[config.mk]
export PLATFORM = sky130hd
export DESIGN_NAME = scan_elevator_scheduler
export DESIGN_NICKNAME = d
export VERILOG_FILES = /design/src/rtl/core/ses_pkg.sv /design/src/rtl/core/ses_in_stage.sv /design/src/rtl/core/ses_core.sv /design/src/rtl/core/ses_out_stage.sv /design/src/rtl/core/scan_elevator_scheduler.sv
export SDC_FILE = /design/constraint.sdc
export NUM_CORES = 1
export LEC_CHECK = 0
export BUFFER_PORTS_ARGS = -buffer_cell sky130_fd_sc_hd__buf_2
export CAP_MARGIN = 10
export CORE_MARGIN = 2
export CORE_UTILIZATION = 60
export CTS_CLUSTER_SIZE = 25
export DETAILED_ROUTE_END_ITERATION = 10
export GPL_TIMING_DRIVEN = 1
export PLACE_DENSITY_LB_ADDON = 0.2
export SYNTH_ARGS = -nofsm -noshare
export SYNTH_HDL_FRONTEND = slang
export SYNTH_SLANG_ARGS = --single-unit
[constraint.sdc]
create_clock -name i_clk -period 12.5 [get_ports i_clk]
set_input_delay 2.5 -clock i_clk [delete_from_list [all_inputs] [get_ports i_clk]]
set_output_delay 2.5 -clock i_clk [all_outputs]
set_load 0.02 [all_outputs]
[src/rtl/core/ses_pkg.sv]
// Shared types and constants for the SCAN elevator scheduler.
// No dependencies; every other file in rtl/core imports this package.
`timescale 1ns / 1ps

package ses_pkg;

    localparam int FLOORS  = 16;
    localparam int IDX_W   = $clog2(FLOORS);
    localparam int FLOOR_W = 5;
    localparam int CNT_W   = 4;
    localparam int TICK_W  = 16;
    localparam int CFG_IDX_W  = 2;
    localparam int CFG_DATA_W = 5;

    // configuration register indexes
    localparam logic [CFG_IDX_W-1:0] CFG_CAPACITY    = 2'd0;
    localparam logic [CFG_IDX_W-1:0] CFG_START_FLOOR = 2'd1;
    localparam logic [CFG_IDX_W-1:0] CFG_TOP_FLOOR   = 2'd2;

    localparam logic [CNT_W-1:0]   RST_CAPACITY    = 4'd4;
    localparam logic [FLOOR_W-1:0] RST_START_FLOOR = 5'd1;
    localparam logic [FLOOR_W-1:0] RST_TOP_FLOOR   = 5'd10;
    localparam logic [FLOOR_W-1:0] MIN_TOP_FLOOR   = 5'd2;
    localparam logic [FLOOR_W-1:0] MAX_FLOOR       = FLOOR_W'(FLOORS);
    localparam logic [CNT_W-1:0]   MAX_COUNT       = '1;

    typedef struct packed {
        logic               new_request;
        logic [FLOOR_W-1:0] from_floor;
        logic [FLOOR_W-1:0] to_floor;
    } t_req;

    typedef struct packed {
        logic [FLOOR_W-1:0] car_floor;
        logic               going_up;
        logic [CNT_W-1:0]   rider_count;
        logic               boarded;
        logic [CNT_W-1:0]   alighted;
        logic               rejected;
        logic               idle;
        logic [TICK_W-1:0]  elapsed_ticks;
    } t_result;

    typedef struct packed {
        logic                  we;
        logic [CFG_IDX_W-1:0]  index;
        logic [CFG_DATA_W-1:0] data;
    } t_cfg_wr;

endpackage

[src/rtl/core/ses_in_stage.sv]
// Input register for hall requests with valid/stall handshake.
// Depends on ses_pkg.
`timescale 1ns / 1ps

module ses_in_stage
    import ses_pkg::*;
(
    input  logic i_clk,
    input  logic i_rst_n,
    input  logic i_valid,
    output logic o_stall,
    input  t_req i_req,
    input  logic i_take,
    output logic o_valid,
    output t_req o_req
);

    logic r_valid;
    logic n_valid;
    t_req r_req;

    // accept whenever the held request leaves this cycle or none is held
    assign o_stall = r_valid && !i_take;
    assign n_valid = (i_valid && !o_stall) || (r_valid && !i_take);

    always_ff @(posedge i_clk) begin
        if (!i_rst_n) begin
            r_valid <= 1'b0;
        end else begin
            r_valid <= n_valid;
        end
    end

    always_ff @(posedge i_clk) begin
        if (i_valid && !o_stall) begin
            r_req <= i_req;
        end
    end

    assign o_valid = r_valid;
    assign o_req   = r_req;

endmodule

[src/rtl/core/ses_core.sv]
// Scheduler state and one-tick service logic: request filing, alighting,
// boarding and the SCAN move. Holds the configuration registers. Uses ses_pkg.
`timescale 1ns / 1ps

module ses_core
    import ses_pkg::*;
(
    input  logic    i_clk,
    input  logic    i_rst_n,
    input  t_cfg_wr i_cfg,
    input  logic    i_step,
    input  t_req    i_req,
    output t_result o_result
);

    logic [CNT_W-1:0]   r_capacity;
    logic [FLOOR_W-1:0] r_top_floor;
    logic [FLOOR_W-1:0] r_car_pos;
    logic               r_moving_up;
    logic [CNT_W-1:0]   r_load;
    logic [TICK_W-1:0]  r_ticks;
    logic [FLOORS-1:0]  r_hall_pending;
    logic [FLOOR_W-1:0] r_hall_dest [FLOORS];
    logic [CNT_W-1:0]   r_riders [FLOORS];

    logic [FLOOR_W-1:0] n_car_pos;
    logic               n_moving_up;
    logic [CNT_W-1:0]   n_load;
    logic [FLOORS-1:0]  n_hall_pending;
    logic [CNT_W-1:0]   n_riders [FLOORS];

    logic [FLOOR_W-1:0] top;
    logic [FLOOR_W-1:0] pos;
    logic [IDX_W-1:0]   pi;
    logic [IDX_W-1:0]   fi;
    logic [IDX_W-1:0]   di;
    logic               req_ok;
    logic               file_req;
    logic [FLOORS-1:0]  hp_filed;
    logic [CNT_W-1:0]   here_riders;
    logic [CNT_W-1:0]   gone;
    logic [CNT_W-1:0]   load_left;
    logic               board;
    logic [FLOOR_W-1:0] dest;
    logic               ride;
    logic [FLOORS-1:0]  busy;
    logic [FLOORS-1:0]  mask_above;
    logic [FLOORS-1:0]  mask_below;
    logic               any_busy;
    logic               ahead;

    always_comb begin
        top = r_top_floor;
        if (top < MIN_TOP_FLOOR) top = MIN_TOP_FLOOR;
        if (top > MAX_FLOOR)     top = MAX_FLOOR;
        pos = r_car_pos;
        if (pos < 5'd1)      pos = 5'd1;
        if (pos > MAX_FLOOR) pos = MAX_FLOOR;
    end

    assign pi = IDX_W'(pos - 5'd1);
    assign fi = IDX_W'(i_req.from_floor - 5'd1);

    // from and to are checked in range before the pending bit is trusted
    assign req_ok = i_req.from_floor >= 5'd1 && i_req.from_floor <= top
                 && i_req.to_floor >= 5'd1 && i_req.to_floor <= top
                 && i_req.from_floor != i_req.to_floor;
    assign file_req = i_req.new_request && req_ok && !r_hall_pending[fi];

    always_comb begin
        hp_filed = r_hall_pending;
        if (file_req) hp_filed[fi] = 1'b1;
    end

    assign here_riders = r_riders[pi];
    assign gone        = (here_riders > r_load) ? r_load : here_riders;
    assign load_left   = r_load - gone;
    assign board       = hp_filed[pi] && (load_left < r_capacity);
    // bypass a destination filed in this same tick
    assign dest = (file_req && i_req.from_floor == pos) ? i_req.to_floor : r_hall_dest[pi];
    assign ride = board && dest >= 5'd1 && dest <= MAX_FLOOR && dest != pos
               && load_left != MAX_COUNT;
    assign di   = IDX_W'(dest - 5'd1);

    always_comb begin
        n_hall_pending = hp_filed;
        if (board) n_hall_pending[pi] = 1'b0;
        for (int i = 0; i < FLOORS; i++) begin
            n_riders[i] = r_riders[i];
        end
        n_riders[pi] = '0;
        if (ride) n_riders[di] = r_riders[di] + 4'd1;
        n_load = ride ? load_left + 4'd1 : load_left;
        for (int i = 0; i < FLOORS; i++) begin
            busy[i] = n_hall_pending[i] || (n_riders[i] != '0);
        end
    end

    assign mask_below = (FLOORS'(1) << pi) - FLOORS'(1);
    assign mask_above = ~((FLOORS'(2) << pi) - FLOORS'(1));
    assign any_busy   = |busy;
    assign ahead      = r_moving_up ? |(busy & mask_above) : |(busy & mask_below);

    always_comb begin
        n_car_pos   = pos;
        n_moving_up = r_moving_up;
        if (ahead) begin
            n_car_pos = r_moving_up ? pos + 5'd1 : pos - 5'd1;
        end else if (any_busy) begin
            n_moving_up = ~r_moving_up;
        end
    end

    always_comb begin
        o_result.car_floor     = pos;
        o_result.going_up      = n_moving_up;
        o_result.rider_count   = n_load;
        o_result.boarded       = board;
        o_result.alighted      = gone;
        o_result.rejected      = i_req.new_request && !file_req;
        o_result.idle          = !any_busy;
        o_result.elapsed_ticks = r_ticks;
    end

    always_ff @(posedge i_clk) begin
        if (!i_rst_n) begin
            r_capacity     <= RST_CAPACITY;
            r_top_floor    <= RST_TOP_FLOOR;
            r_car_pos      <= RST_START_FLOOR;
            r_moving_up    <= 1'b0;
            r_load         <= '0;
            r_ticks        <= '0;
            r_hall_pending <= '0;
            for (int i = 0; i < FLOORS; i++) begin
                r_riders[i] <= '0;
            end
        end else if (i_cfg.we) begin
            case (i_cfg.index)
                CFG_CAPACITY:    r_capacity  <= i_cfg.data[CNT_W-1:0];
                CFG_START_FLOOR: r_car_pos   <= i_cfg.data;
                CFG_TOP_FLOOR:   r_top_floor <= i_cfg.data;
                default: ;
            endcase
        end else if (i_step) begin
            r_car_pos      <= n_car_pos;
            r_moving_up    <= n_moving_up;
            r_load         <= n_load;
            r_ticks        <= r_ticks + 16'd1;
            r_hall_pending <= n_hall_pending;
            for (int i = 0; i < FLOORS; i++) begin
                r_riders[i] <= n_riders[i];
            end
        end
    end

    always_ff @(posedge i_clk) begin
        if (i_step && file_req) begin
            r_hall_dest[fi] <= i_req.to_floor;
        end
    end

endmodule

[src/rtl/core/ses_out_stage.sv]
// Result register for one tick's outcome, valid/stall toward the consumer.
// Depends on ses_pkg.
`timescale 1ns / 1ps

module ses_out_stage
    import ses_pkg::*;
(
    input  logic    i_clk,
    input  logic    i_rst_n,
    input  logic    i_load,
    input  t_result i_result,
    input  logic    i_stall,
    output logic    o_free,
    output logic    o_valid,
    output t_result o_result
);

    logic    r_valid;
    t_result r_result;

    assign o_free = !r_valid || !i_stall;

    always_ff @(posedge i_clk) begin
        if (!i_rst_n) begin
            r_valid <= 1'b0;
        end else if (o_free) begin
            r_valid <= i_load;
        end
    end

    always_ff @(posedge i_clk) begin
        if (i_load) begin
            r_result <= i_result;
        end
    end

    assign o_valid  = r_valid;
    assign o_result = r_result;

endmodule

[src/rtl/core/scan_elevator_scheduler.sv]
// SCAN elevator scheduler, one request per tick. Each accepted request is one
// tick: it is held in an input register, serviced combinationally against the
// car state, and its result lands in an output register. One tick per clock is
// sustained while the consumer does not stall; the result is valid once the
// request has passed the input and output registers. While a result waits on a
// stalled consumer, the input register takes one more request and then stalls.
// Write the configuration (capacity, start floor, top floor) only while no
// request is in flight; writing the start floor also places the car there.
// Depends on ses_pkg, ses_in_stage, ses_core, ses_out_stage.
`timescale 1ns / 1ps

module scan_elevator_scheduler
    import ses_pkg::*;
(
    input  logic                  i_clk,
    input  logic                  i_rst_n,
    input  logic                  i_cfg_we,
    input  logic [CFG_IDX_W-1:0]  i_cfg_index,
    input  logic [CFG_DATA_W-1:0] i_cfg_data,
    input  logic                  i_in_valid,
    output logic                  o_in_stall,
    input  logic                  i_new_request,
    input  logic [FLOOR_W-1:0]    i_from_floor,
    input  logic [FLOOR_W-1:0]    i_to_floor,
    output logic                  o_out_valid,
    input  logic                  i_out_stall,
    output logic [FLOOR_W-1:0]    o_car_floor,
    output logic                  o_going_up,
    output logic [CNT_W-1:0]      o_rider_count,
    output logic                  o_boarded,
    output logic [CNT_W-1:0]      o_alighted,
    output logic                  o_rejected,
    output logic                  o_idle,
    output logic [TICK_W-1:0]     o_elapsed_ticks
);

    t_req    in_req;
    t_req    held_req;
    logic    held_valid;
    logic    out_free;
    logic    step;
    t_cfg_wr cfg;
    t_result core_result;
    t_result out_result;

    assign in_req.new_request = i_new_request;
    assign in_req.from_floor  = i_from_floor;
    assign in_req.to_floor    = i_to_floor;

    assign cfg.we    = i_cfg_we;
    assign cfg.index = i_cfg_index;
    assign cfg.data  = i_cfg_data;

    // advance a held request when the result register can take it
    assign step = held_valid && out_free;

    ses_in_stage u_in (
        .i_clk   (i_clk),
        .i_rst_n (i_rst_n),
        .i_valid (i_in_valid),
        .o_stall (o_in_stall),
        .i_req   (in_req),
        .i_take  (out_free),
        .o_valid (held_valid),
        .o_req   (held_req)
    );

    ses_core u_core (
        .i_clk    (i_clk),
        .i_rst_n  (i_rst_n),
        .i_cfg    (cfg),
        .i_step   (step),
        .i_req    (held_req),
        .o_result (core_result)
    );

    ses_out_stage u_out (
        .i_clk    (i_clk),
        .i_rst_n  (i_rst_n),
        .i_load   (step),
        .i_result (core_result),
        .i_stall  (i_out_stall),
        .o_free   (out_free),
        .o_valid  (o_out_valid),
        .o_result (out_result)
    );

    assign o_car_floor     = out_result.car_floor;
    assign o_going_up      = out_result.going_up;
    assign o_rider_count   = out_result.rider_count;
    assign o_boarded       = out_result.boarded;
    assign o_alighted      = out_result.alighted;
    assign o_rejected      = out_result.rejected;
    assign o_idle          = out_result.idle;
    assign o_elapsed_ticks = out_result.elapsed_ticks;

endmodule

# After elaboration in Yosys (flattened, before gate mapping)

Memory sizes are Yosys's and may differ from the RTL's.
Index checks and enable logic that the tools add are counted.

Memories kept: 2
Bits in writable memories: 144
Input bits: 23
Bits in registers: 97

Reduce and logical (&&, ||, !) cells: 71
Bitwise gates (word level): 28
Eq/ne operators: 7
Add/sub/neg operators: 10
Shifts and indexed selects: 2
Magnitude comparators: 20
Mux-type cells: 54

Memories:

| memory             | words | width | read ports | clocked after Yosys merged registers in | write ports | line           | RTL |
|---|---|---|---|---|---|---|---|
| u_core.r_hall_dest | 16    | 5     | 1          | 0                                       | 1           | ses_core.sv:23 | `logic [FLOOR_W-1:0] r_hall_dest [FLOORS];` |
| u_core.r_riders    | 16    | 4     | 18         | 0                                       | 16          | ses_core.sv:24 | `logic [CNT_W-1:0] r_riders [FLOORS];` |

Operator list:

| cell                                                               | count |
|---|---|
| two-way mux 4 bit                                                  | 20 |
| bitwise AND 64 bit                                                 | 1 |
| bitwise mux 64 bit                                                 | 1 |
| two-way mux 64 bit                                                 | 1 |
| NOT 64 bit                                                         | 1 |
| nonzero test 4 bit                                                 | 16 |
| two-way mux 5 bit                                                  | 10 |
| bitwise AND 16 bit                                                 | 3 |
| OR reduction 16 bit                                                | 3 |
| demux 4 bit (select 4 bit)                                         | 2 |
| two-way mux 16 bit                                                 | 2 |
| NOT 16 bit                                                         | 2 |
| subtractor 16 x 2 -> 16 bit (second input constant)                | 2 |
| logical AND 1 bit                                                  | 21 |
| logical OR 1 bit                                                   | 18 |
| adder 16 x 1 -> 16 bit (second input constant)                     | 1 |
| OR 1 bit                                                           | 16 |
| OR 16 bit                                                          | 1 |
| left shift 1 x 4 -> 16 bit (first input constant)                  | 1 |
| left shift 2 x 4 -> 16 bit (first input constant)                  | 1 |
| greater-or-equal comparator 5 x 1 -> 1 bit (second input constant) | 3 |
| < comparator 5 x 1 -> 1 bit (second input constant)                | 3 |
| two-way mux 1 bit                                                  | 14 |
| greater-or-equal comparator 5 bit (second input constant)          | 2 |
| 27 further kinds                                                   | 47 |

# Longest topological paths before layout

Depth after elaboration: 29
Mapped depth: 47

# Modules after synthesis

A second synthesis with hierarchy kept.

Cell total of the unflattened synthesis: 1418
Area total of the unflattened synthesis: 14915.6 um^2

By module, submodules not included:

| module                  | sequential area each (um^2) | area an instance (um^2) | times used | cells an instance |
|---|---|---|---|---|
| ses_core                | 5345.1                      | 13505.5                 | 1          | 1365 |
| ses_out_stage           | 1011.0                      | 1026.0                  | 1          | 37 |
| ses_in_stage            | 350.3                       | 377.9                   | 1          | 15 |
| scan_elevator_scheduler | 0.0                         | 6.3                     | 1          | 1 |

# Least setup slack after synthesis

Ideal clock, no wire load.

Path type: register to register
From: register u_core.r_car_pos[2]
To: register u_core.r_moving_up
Arrival: 10001 ps
Buffers on the path: 9
Library setup time: 70 ps
Path slack: 2429 ps
Stages on the path, launching flop included: 45
Path through: dfxtp_1 > buf_6 > or4_4 > nand2_8 > clkbuf_1 > ha_1 > buf_1 > clkbuf_1 > buf_2 > clkbuf_1 > clkbuf_1 > mux4_2 > a22o_1 > a221oi_1 > ha_1 > nor2b_1 > o21a_1 > o21a_1 > [9 not listed] > ha_1 > nor2b_1 > o21ai_0 > nand2b_1 > nor4_1 > o211ai_1 > a211oi_1 > buf_2 > nand2_1 > nor2_1 > o22ai_1 > a21oi_1 > o22ai_1 > or4_4 > nor4_4 > nor2_2 > or4_1 > a21boi_1

RTL lines:

| element                  | line            | RTL |
|---|---|---|
| start: declaration       | ses_core.sv:18  | `logic [FLOOR_W-1:0] r_car_pos;` |
| start signal: assignment | ses_core.sv:140 | `CFG_START_FLOOR: r_car_pos <= i_cfg.data;` |
| start signal: assignment | ses_core.sv:145 | `r_car_pos <= n_car_pos;` |
| end signal: assignment   | ses_core.sv:146 | `r_moving_up <= n_moving_up;` |
| end: declaration         | ses_core.sv:19  | `logic r_moving_up;` |

==> results.yml <==
clocking:
  cts_made_buffers: 25
  cts_hold_buffers: 0
  ctsResizeCount: 0
  clk_latency_ns: 0.54
  clk_pin_slew_worst_paths_ns: 0.06
  post_cts_buffers: 0
  cts_buffer_depth: 3
  clock_sinks: 241
  cts_root_buf: "clkbuf_16"
  htreeDepth: 1
  cts_tree: "yes"
critical_path:
  cp_common_cell: "ha_1"
  cp_slowest_cell: "dfxtp_1"
  critPathBufInv: 3
  crit_fanout: 48
  path_class: "reg -> reg"
  crit_arrival_ns: 11.60
  cp_top_family: "compound AO/OA/AOI/OAI gates"
  worstPathRequired_ns: 12.96
  crit_path_max_incr_delay_ns: 0.71
  crit_path_end_kind: "flip-flop"
  start_kind: "flip-flop"
drt:
  drc_errors: 0
  wl_um: 44500
  postRouteAntennaNets: 0
  drt-pass1-iter-count: 6
  drt_iter0_markers: 2017
  vias: 12329
  detail_route.vias_per_cell: 6.87
  wl_per_cell_um: 24.8
synthesis:
  async_flop_share_pct: 0
  syn_area_mm2: 0.0148
  post_synth.cell_area_avg_um2: 10.4
  synth_warnings: 0
  synth.distinct_cells: 99
  yosysMostFrequentCell: "nand2_1"
  yosys.area.top_type: "edfxtp_1"
  synth.top_cell.area_share_pct: 38.2
  netlist_top_cells_count: "nand2_1 (189), edfxtp_1 (188), nor2_1 (103), a21oi_1 (78), nand3_1 (59)"
  synth_edf_count: 188
  synth_top_cells_by_area: "edfxtp_1 (38%), dfxtp_1 (7.2%), mux4_2 (6.7%)"
  ys_dominant_reg_cell: "edfxtp_1"
  yosysSeqAreaShare_pct: 45.4
  syn_nets: 1482
  synth-seq-cells: 241
  syn_inst: 1420
sta:
  fin_skew_ns: 0.0175
  fin_tns_setup_ns: 0
  max_freq_mhz: 89.7
  period_share_pct: 89.1
  relSlewSlack_pct: 34.3
  setup_viol: 0
  fin_ws_ns: 1.36
  worstMarginPinSlew_ns: 0.978
  maxSlewViolCount: 0
  period_needed_ns: 11.14
  rsz0062_at_grt: "no"
  hold_ws_ns: 0.452
  hold_viol: 0
placed_design:
  hpwl_um: 32100
  gp_congestion: 1.08
  port_buffers: 57
  place_ws_ns: 1.60
  dp_cells: 1749
global_routing:
  grt_max_degree: 81
  grt_first_pass_wirelength_um: 68300
  grt_usage_pct: 34.3
  grt_pass1_vias: 11610
  overflow: 0
  antenna_found_initial: 1
finish:
  antennaDiodeCount: 0
  area_growth_pct: 9.46
  fin_nets: 1514
  drive_above_1_share_pct: 14.7
  fin_cells: 1794
  fill_cells: 1882
floorplanning:
  rows: 57
  io_pins: 58
  start_util_pct: 60.9
  die_w_um: 161
  die_h_um: 161
  core_area_mm2: 0.0242
  dieArea_mm2: 0.0259
pwr:
  p_leak_nw: 5.68
  vdd_ir_drop_max_mv: 0.121
  pwr_density_cell_mw_per_mm2: 178
worst_hold_path:
  hp-class: "reg -> reg"
job:
  drv_cap: 0
run_status:
  status: "finished clean"
-- final cells by class --
class / count / area, um2 / share of cell area (%)
sequential: 241 / 6710 / 41.5
clock buffer: 29 / 651 / 4.03
timing repair buffer: 82 / 473 / 2.93
inverter: 47 / 181 / 1.12
tap: 324 / 405 / 2.51
multi-input combinational: 1055 / 7540 / 46.7
clock inverter: 16 / 203 / 1.25
-- cells in the final DEF (no fill, tap or decap), drive strengths merged, types with 14 or more instances in the layout --
cell type	synthesis	routed
ha	39	39
mux2i	27	27
nand2	190	190
and2	28	28
xnor2	40	40
a31oi	24	24
clkbuf	55	29
and3	19	19
nor2b	25	25
a21boi	33	33
a21oi	80	80
buf	22	82
o211ai	23	23
nor2	105	105
mux4	49	49
nor3	29	29
inv	47	47
dfxtp	53	53
nand3	60	60
o21ai	46	46
o22ai	20	20
edfxtp	188	188
nor4	14	14
-- worst paths after layout --
| path | startpoint | to | slack (ns) | cells after the start |
|---|---|---|---|---|
| max | u_core.r_car_pos[4]$_SDFFE_PN0P_ | u_core.r_moving_up$_SDFFE_PN0P_ | 1.36 | 37 |
| min | u_core.r_ticks[15]$_SDFFE_PN0P_ | u_out.o_result[15]$_DFFE_PP_ | 0.45 | 0 |
| max reg2reg | u_core.r_car_pos[4]$_SDFFE_PN0P_ | u_core.r_moving_up$_SDFFE_PN0P_ | 1.36 | 37 |
| min reg2reg | u_core.r_ticks[15]$_SDFFE_PN0P_ | u_out.o_result[15]$_DFFE_PP_ | 0.45 | 0 |
-- logic make-up after synthesis --
logic type | Yosys count | share of synthesized area [%]
compound gates | 339 | 16.2
xor+xnor | 51 | 3.03
fa+ha+maj | 39 | 3.31
buf+inv | 124 | 3.57
flops | 241 | 45.4
mux | 89 | 10.5
simple gates | 537 | 18.0
-- per-layer routing --
| metal | vias up | part of all wire [%] | track usage, % |
|---|---|---|---|
| met4 | 0 | 4.5 | 14.0 |
| met3 | 146 | 11 | 6.53 |
| li1 | 5450 | - | - |
| met5 | - | 0 | 0 |
| met1 | 5933 | 40 | 50.2 |
| met2 | 800 | 44 | 50.7 |
-- per-stage QoR --
stage | area [um2] | util, % | total power [mW]
final | 16200 | 66.6 | 2.88
after global routing | 16200 | 66.6 | 3.00
after CTS | 16200 | 66.6 | 2.85
after detailed placement | 15300 | 63.1 | 2.08
after global placement | 15300 | 63.1 | 2.07
after floorplan | 14800 | - | 1.74
-- sequential cells by signal, indices dropped and copies added, names as in the netlist, 5 cells and up --
register,count
u_core.r_hall_pending,16
u_core.r_top_floor,5
u_in.o_req,11
u_core.r_car_pos,5
u_core.r_ticks,16
u_core.r_hall_dest,80
u_out.o_result,33
u_core.r_riders,64
-- where the power goes --
group / total (mW) / internal [mW] / switching, mW
registers: 0.948 / 0.914 / 0.0342
clock network: 0.780 / 0.473 / 0.306
logic: 1.15 / 0.385 / 0.764
total: 2.88 / 1.77 / 1.10
Note: power is estimated with default switching activity, not from simulation.
